<file path="src/pdr_pkg.sv">
package pdr_pkg;

	localparam int unsigned COORD_W = 32;
	localparam int unsigned OCC_W = 5;

	typedef enum logic [1:0] {
		CMD_PUSH_REAR  = 2'd0,
		CMD_POP_REAR   = 2'd1,
		CMD_PUSH_FRONT = 2'd2,
		CMD_POP_FRONT  = 2'd3
	} cmd_t;

	typedef enum logic [1:0] {
		ST_DONE  = 2'd0,
		ST_FULL  = 2'd1,
		ST_EMPTY = 2'd2
	} status_t;

	typedef struct packed {
		logic signed [COORD_W-1:0] x;
		logic signed [COORD_W-1:0] y;
		logic signed [COORD_W-1:0] z;
	} point_t;

endpackage

</file>
<file path="src/point_deque_ring_core.sv">
// Double-ended queue of DEPTH three-coordinate points held in a ring buffer in one
// synchronous memory. Each command beat pushes or pops at the rear or the front; a push
// on a full queue or a pop on an empty one is refused with a status and leaves the queue
// as it was. Every command gives exactly one result beat carrying the status, the popped
// point (zero unless a pop succeeded) and the occupancy after the command, taken modulo
// 32. A command is taken every cycle while results drain; its result is registered with the
// memory read in stage one, then in the output register. Pointers and the fill count update
// at accept, so a pop right after a push of the same entry sees the new data.
module point_deque_ring_core #(
	parameter int unsigned DEPTH = 16
) (
	input  logic                                  clk,
	input  logic                                  arst_n,
	input  logic                                  in_valid,
	output logic                                  in_stall,
	input  logic [1:0]                            cmd,
	input  logic signed [pdr_pkg::COORD_W-1:0]    in_x,
	input  logic signed [pdr_pkg::COORD_W-1:0]    in_y,
	input  logic signed [pdr_pkg::COORD_W-1:0]    in_z,
	output logic                                  out_valid,
	input  logic                                  out_stall,
	output logic [1:0]                            status,
	output logic signed [pdr_pkg::COORD_W-1:0]    out_x,
	output logic signed [pdr_pkg::COORD_W-1:0]    out_y,
	output logic signed [pdr_pkg::COORD_W-1:0]    out_z,
	output logic [pdr_pkg::OCC_W-1:0]             occupancy
);

	localparam int unsigned AW = (DEPTH > 1) ? $clog2(DEPTH) : 1;
	localparam int unsigned CW = $clog2(DEPTH + 1);
	localparam logic [AW-1:0] LAST = AW'(DEPTH - 1);
	localparam logic [CW-1:0] FULL_CNT = CW'(DEPTH);

	pdr_pkg::point_t mem [DEPTH];
	pdr_pkg::point_t rd_data_q;
	pdr_pkg::point_t wr_point;

	logic [AW-1:0] head_q;
	logic [AW-1:0] tail_q;
	logic [CW-1:0] count_q;

	logic              valid_s1;
	pdr_pkg::status_t  status_s1;
	logic              pop_s1;
	logic [CW-1:0]     count_s1;

	logic              accept;
	logic              advance;
	logic              is_full;
	logic              no_points;
	logic              do_wr;
	logic              do_rd;
	logic [AW-1:0]     wr_addr;
	logic [AW-1:0]     rd_addr;
	logic [AW-1:0]     head_d;
	logic [AW-1:0]     tail_d;
	logic [CW-1:0]     count_d;
	pdr_pkg::status_t  status_d;
	pdr_pkg::cmd_t     cmd_in;
	pdr_pkg::point_t   pop_point;

	function automatic logic [AW-1:0] step_fwd(input logic [AW-1:0] i);
		step_fwd = (i == LAST) ? '0 : i + AW'(1);
	endfunction

	function automatic logic [AW-1:0] step_back(input logic [AW-1:0] i);
		step_back = (i == '0) ? LAST : i - AW'(1);
	endfunction

	assign cmd_in    = pdr_pkg::cmd_t'(cmd);
	assign advance   = !out_valid || !out_stall;
	assign in_stall  = valid_s1 && !advance;
	assign accept    = in_valid && !in_stall;
	assign is_full   = (count_q == FULL_CNT);
	assign no_points = (count_q == '0);
	assign wr_point  = '{x: in_x, y: in_y, z: in_z};

	always_comb begin
		head_d   = head_q;
		tail_d   = tail_q;
		count_d  = count_q;
		status_d = pdr_pkg::ST_DONE;
		do_wr    = 1'b0;
		do_rd    = 1'b0;
		wr_addr  = tail_q;
		rd_addr  = head_q;
		case (cmd_in)
			pdr_pkg::CMD_PUSH_REAR: begin
				if (is_full) begin
					status_d = pdr_pkg::ST_FULL;
				end else begin
					do_wr   = 1'b1;
					wr_addr = tail_q;
					tail_d  = step_fwd(tail_q);
					count_d = count_q + CW'(1);
				end
			end
			pdr_pkg::CMD_PUSH_FRONT: begin
				if (is_full) begin
					status_d = pdr_pkg::ST_FULL;
				end else begin
					do_wr   = 1'b1;
					head_d  = step_back(head_q);
					wr_addr = head_d;
					count_d = count_q + CW'(1);
				end
			end
			pdr_pkg::CMD_POP_REAR: begin
				if (no_points) begin
					status_d = pdr_pkg::ST_EMPTY;
				end else begin
					do_rd   = 1'b1;
					tail_d  = step_back(tail_q);
					rd_addr = tail_d;
					count_d = count_q - CW'(1);
				end
			end
			pdr_pkg::CMD_POP_FRONT: begin
				if (no_points) begin
					status_d = pdr_pkg::ST_EMPTY;
				end else begin
					do_rd   = 1'b1;
					rd_addr = head_q;
					head_d  = step_fwd(head_q);
					count_d = count_q - CW'(1);
				end
			end
			default: begin
				status_d = pdr_pkg::ST_DONE;
			end
		endcase
	end

	// point memory, one write or one read per cycle, only on an accepted command
	always_ff @(posedge clk) begin
		if (accept && do_wr) begin
			mem[wr_addr] <= wr_point;
		end
		if (accept && do_rd) begin
			rd_data_q <= mem[rd_addr];
		end
	end

	always_ff @(posedge clk or negedge arst_n) begin
		if (!arst_n) begin
			head_q   <= '0;
			tail_q   <= '0;
			count_q  <= '0;
			valid_s1 <= 1'b0;
		end else begin
			if (accept) begin
				head_q  <= head_d;
				tail_q  <= tail_d;
				count_q <= count_d;
			end
			if (accept) begin
				valid_s1 <= 1'b1;
			end else if (advance) begin
				valid_s1 <= 1'b0;
			end
		end
	end

	always_ff @(posedge clk) begin
		if (accept) begin
			status_s1 <= status_d;
			pop_s1    <= do_rd;
			count_s1  <= count_d;
		end
	end

	assign pop_point = pop_s1 ? rd_data_q : '0;

	// output beat register
	always_ff @(posedge clk or negedge arst_n) begin
		if (!arst_n) begin
			out_valid <= 1'b0;
		end else if (advance) begin
			out_valid <= valid_s1;
		end
	end

	always_ff @(posedge clk) begin
		if (advance && valid_s1) begin
			status    <= status_s1;
			out_x     <= pop_point.x;
			out_y     <= pop_point.y;
			out_z     <= pop_point.z;
			occupancy <= pdr_pkg::OCC_W'(count_s1);
		end
	end

endmodule
</file>
<file path="config.mk">
export PLATFORM = sky130hd
export DESIGN_NAME = point_deque_ring_core
export DESIGN_NICKNAME = d
export VERILOG_FILES = /design/src/pdr_pkg.sv /design/src/point_deque_ring_core.sv
export SDC_FILE = /design/constraint.sdc
export NUM_CORES = 2
export LEC_CHECK = 0
export BUFFER_PORTS_ARGS = -buffer_cell sky130_fd_sc_hd__buf_4
export CORE_MARGIN = 2
export CORE_UTILIZATION = 45
export DETAILED_ROUTE_END_ITERATION = 7
export GPL_ROUTABILITY_DRIVEN = 0
export SLEW_MARGIN = 0
export SYNTH_ARGS = -nofsm -noshare
export SYNTH_HDL_FRONTEND = slang
export SYNTH_SLANG_ARGS = --single-unit
</file>
<file path="constraint.sdc">
create_clock -name clk -period 8.9 [get_ports clk]
set_input_delay 0.89 -clock clk [delete_from_list [all_inputs] [get_ports clk]]
set_output_delay 0.89 -clock clk [all_outputs]
set_load 0.02 [all_outputs]
</file>
==> results.py <==
metrics = {
    "timing": {
        "rsz0062_at_grt": "false",
        "period_minus_slack_ns": 4.685,
        "final_max_slew_viol_count": 0,
        "maxSlewHeadroom": 0.2545,
        "fin_crit_sh": 0.5264,
        "skew_ns": 0.02032,
        "fmax_ghz": 0.2134,
        "fin_tns_setup_ns": 0,
        "setup_violations": 0,
        "finalHoldViolations": 0,
        "finalHoldWorstSlack_ns": 0.2876,
        "worst_pin_slew_ns": 1.118,
    },
    "grt": {
        "antenna_found_initial": 25,
        "grt-ovfl-total": 0,
        "grt_usage": 0.2254,
        "grt_pass1_vias": 37310,
        "grt_pass1_wl_mm": 253.4,
        "grt_max_degree": 235,
    },
    "min_path": {
        "whs_path_depth": 2,
        "min_to": "valid_s1$_DFFE_PN0P_",
        "hold_class": "in2reg",
        "min_from": "in_valid",
    },
    "power_and_ir_drop": {
        "p_comb_frac": 0.288,
        "cellInternalPower_w": 0.01596,
        "clkPwrFrac": 0.292,
        "seq_power_share": 0.420,
        "peakVddDrop_mv": 0.4165,
        "power.share.switching": 0.3408,
        "cellPowerDensity_nw_per_um2": 319.5,
        "p_leak_nw": 25.01,
        "power.switching_w": 0.008254,
    },
    "die": {
        "core_area_um2": 147700,
        "initial_utilization": 0.4528,
        "fp.dieH_um": 389.5,
        "die_x_um": 389.5,
        "ios": 207,
        "num_rows": 141,
        "die_area_um2": 151700,
    },
    "detailed_routing": {
        "totalWireLength_mm": 173.3,
        "first_iter_violations": 4560,
        "num_vias": 39140,
        "drt_first_pass_iters": 5,
        "remaining_drc_errors": 0,
        "antenna_left": 0,
        "detail_route.wl_per_cell_um": 26.44,
        "vias_per_cell": 5.971,
    },
    "placed_design": {
        "hpwl_mm": 78.49,
        "io_buffers": 206,
    },
    "final_layout": {
        "multi_input_area_um2": 12870,
        "nets": 4589,
        "area_delta_synth_final_pct": 13.37,
        "fin_util": 0.5133,
        "seqCellArea_um2": 52720,
        "fill_cells": 12030,
        "drive_above_1_share": 0.1344,
    },
    "worst_setup_path": {
        "ff2ff_path_depth": 8,
        "path_class": "reg2reg",
        "cp_data_required_time_ns": 9.32,
        "reg2reg_setup_slack_ns": 4.21,
        "path_max_fanout": 77,
        "cp-start-kind": "register",
        "critPathCaptureType": "register",
        "cp.arrival_ns": 5.11,
        "r2r_end": "mem[4][62]$_DFFE_PP_",
        "r2r_start": "count_q[0]$_DFFE_PN0P_",
    },
    "yosys": {
        "synth-edff-count": 1743,
        "yosysUniqueCellTypes": 52,
        "synthTopCellsByArea": "edfxtp_1 (78%), a21oi_1 (5.3%), a221oi_1 (5.0%)",
        "synth_top_cell_by_area": "edfxtp_1",
        "ys_top_cells_by_count": "edfxtp_1 (1743), nand2_1 (784), a21oi_1 (709), a221oi_1 (385), clkbuf_1 (199)",
        "synth-seq-cells": 1758,
        "yosysSeqAreaShare": 0.7885,
        "syn_area_um2": 66860,
        "syn_area_per_cell_um2": 15.37,
        "yosys_warnings": 0,
        "synth_ff_type": "edfxtp_1",
        "synth_cells": 4349,
        "yosysMostFrequentCell": "edfxtp_1",
        "synthArstFlopShare": 0.008532,
        "synth_top_area_frac": 0.7829,
        "syn-num-nets": 4457,
    },
    "clock_tree": {
        "cts_resized": 0,
        "cts-root-buf": "clkbuf_16",
        "cts.htree.levels": 4,
        "cts_tree": "yes",
        "ctsLongestPathBuffers": 3,
        "cts.sinks": 1758,
        "cts_buffers": 177,
        "clock_latency_ns": 0.81,
        "clkTransAtPathRegs_ns": 0.06,
    },
    "job": {
        "drv_cap": 0,
    },
    "status": {
        "outcome": "completed",
    },
}
[how the worst max path moves through the flow]
stage	startpoint	endpoint	slack, ns	depth (start not counted)
floorplan	cmd[0]	mem[0][0]$_DFFE_PP_	1.90	7
global placement	cmd[0]	mem[4][83]$_DFFE_PP_	4.05	7
detailed placement	cmd[0]	mem[4][58]$_DFFE_PP_	3.96	7
CTS	count_q[0]$_DFFE_PN0P_	mem[4][65]$_DFFE_PP_	4.22	8
global route	count_q[0]$_DFFE_PN0P_	rd_data_q[25]$_DFFE_PP_	3.98	10
finish	count_q[0]$_DFFE_PN0P_	mem[4][62]$_DFFE_PP_	4.21	8
[cells in the final DEF, fill, tap and decap left out, types with 10 or more instances in the layout]
cell / count
o21ai_0: 17
or4_1: 96
nor2_1: 10
buf_4: 253
nor2_4: 16
and2_1: 99
buf_12: 19
edfxtp_1: 1743
a21oi_1: 709
clkbuf_1: 36
clkinv_2: 36
a221oi_1: 385
nand2_1: 784
inv_1: 10
clkinv_1: 44
a21oi_2: 70
clkbuf_16: 181
dfrtp_1: 15
[state kept, by name, summed over array words and instances, names as in the netlist, 2 cells and up]
register,count
status_s1,2
occupancy,5
mem,1536
count_s1,5
head_q,4
rd_data_q,96
out_x,32
out_y,32
tail_q,4
status,2
out_z,32
count_q,5
[area by class of cell]
class / count / share of cell area
timing repair buffer: 273 / 0.03021
antenna: 4 / 0.0001321
tap: 1930 / 0.03186
multi-input combinational: 2260 / 0.1698
clock inverter: 101 / 0.01022
clock buffer: 218 / 0.06172
sequential: 1758 / 0.6955
inverter: 11 / 0.0005448
[per-stage QoR]
| stage | cells | instance area (um2) | total power [W] | setup slack [ns] |
|---|---|---|---|---|
| 6_report | 6555 | 75800 | 0.02422 | 4.215 |
| 5_1_grt | 6552 | 75790 | 0.02534 | 3.976 |
| 4_1_cts | 6551 | 75790 | 0.02436 | 4.224 |
| 3_5_place_dp | 6231 | 70320 | 0.01729 | 3.963 |
| 3_3_place_gp | 6231 | 70320 | 0.01720 | 4.046 |
| 2_1_floorplan | 4349 | 66860 | 0.01501 | 1.899 |
[per-layer routing]
layer / GRT usage / share of wire / vias up
li1: - / - / 17200
met1: 0.3283 / 0.43 / 20110
met2: 0.3463 / 0.46 / 1562
met3: 0.05114 / 0.086 / 243
met4: 0.05349 / 0.019 / 32
met5: 0 / 0.0012 / -
[power by group through the flow]
stage | logic, W | clock network (W) | registers [W]
2_1_floorplan | 0.00465 | 0 | 0.0104
3_3_place_gp | 0.00688 | 0 | 0.0103
3_5_place_dp | 0.00696 | 0 | 0.0103
4_1_cts | 0.00699 | 0.00721 | 0.0102
5_1_grt | 0.00761 | 0.00753 | 0.0102
6_report | 0.00697 | 0.00708 | 0.0102
[cells by family (layout without fill, tap and decap cells)]
kind of cell               count (synthesis)  count (layout)  share of synthesized area
DFF                                     1758            1758                     0.7885
muxes                                     16              16                   0.002695
and+or+nand+nor                         1030            1030                    0.06806
xor gates and xnor gates                   8               8                   0.001048
buffers and inverters                    331             603                    0.02205
adders and majority gates                  6               6                   0.001123
other                                      0               4                          0
AOI/OAI and AO/OA                       1200            1200                     0.1166
[critical path: stages (launching register included)]
cell and delay [ns]:
dfrtp_1 0.45, inv_1 0.07, ha_1 0.28, a31oi_1 0.68, and2_1 0.38, mux2i_1 0.36
nand4_1 0.45, nor2_4 0.93, buf_12 0.58
[timing repair]
item | in CTS | in global routing
endpoints found under the hold margin | 15 | 0
hold buffers | 1 | 0
buffers inserted | 0 | 0
No activity file was read; power rests on OpenSTA's default activity.
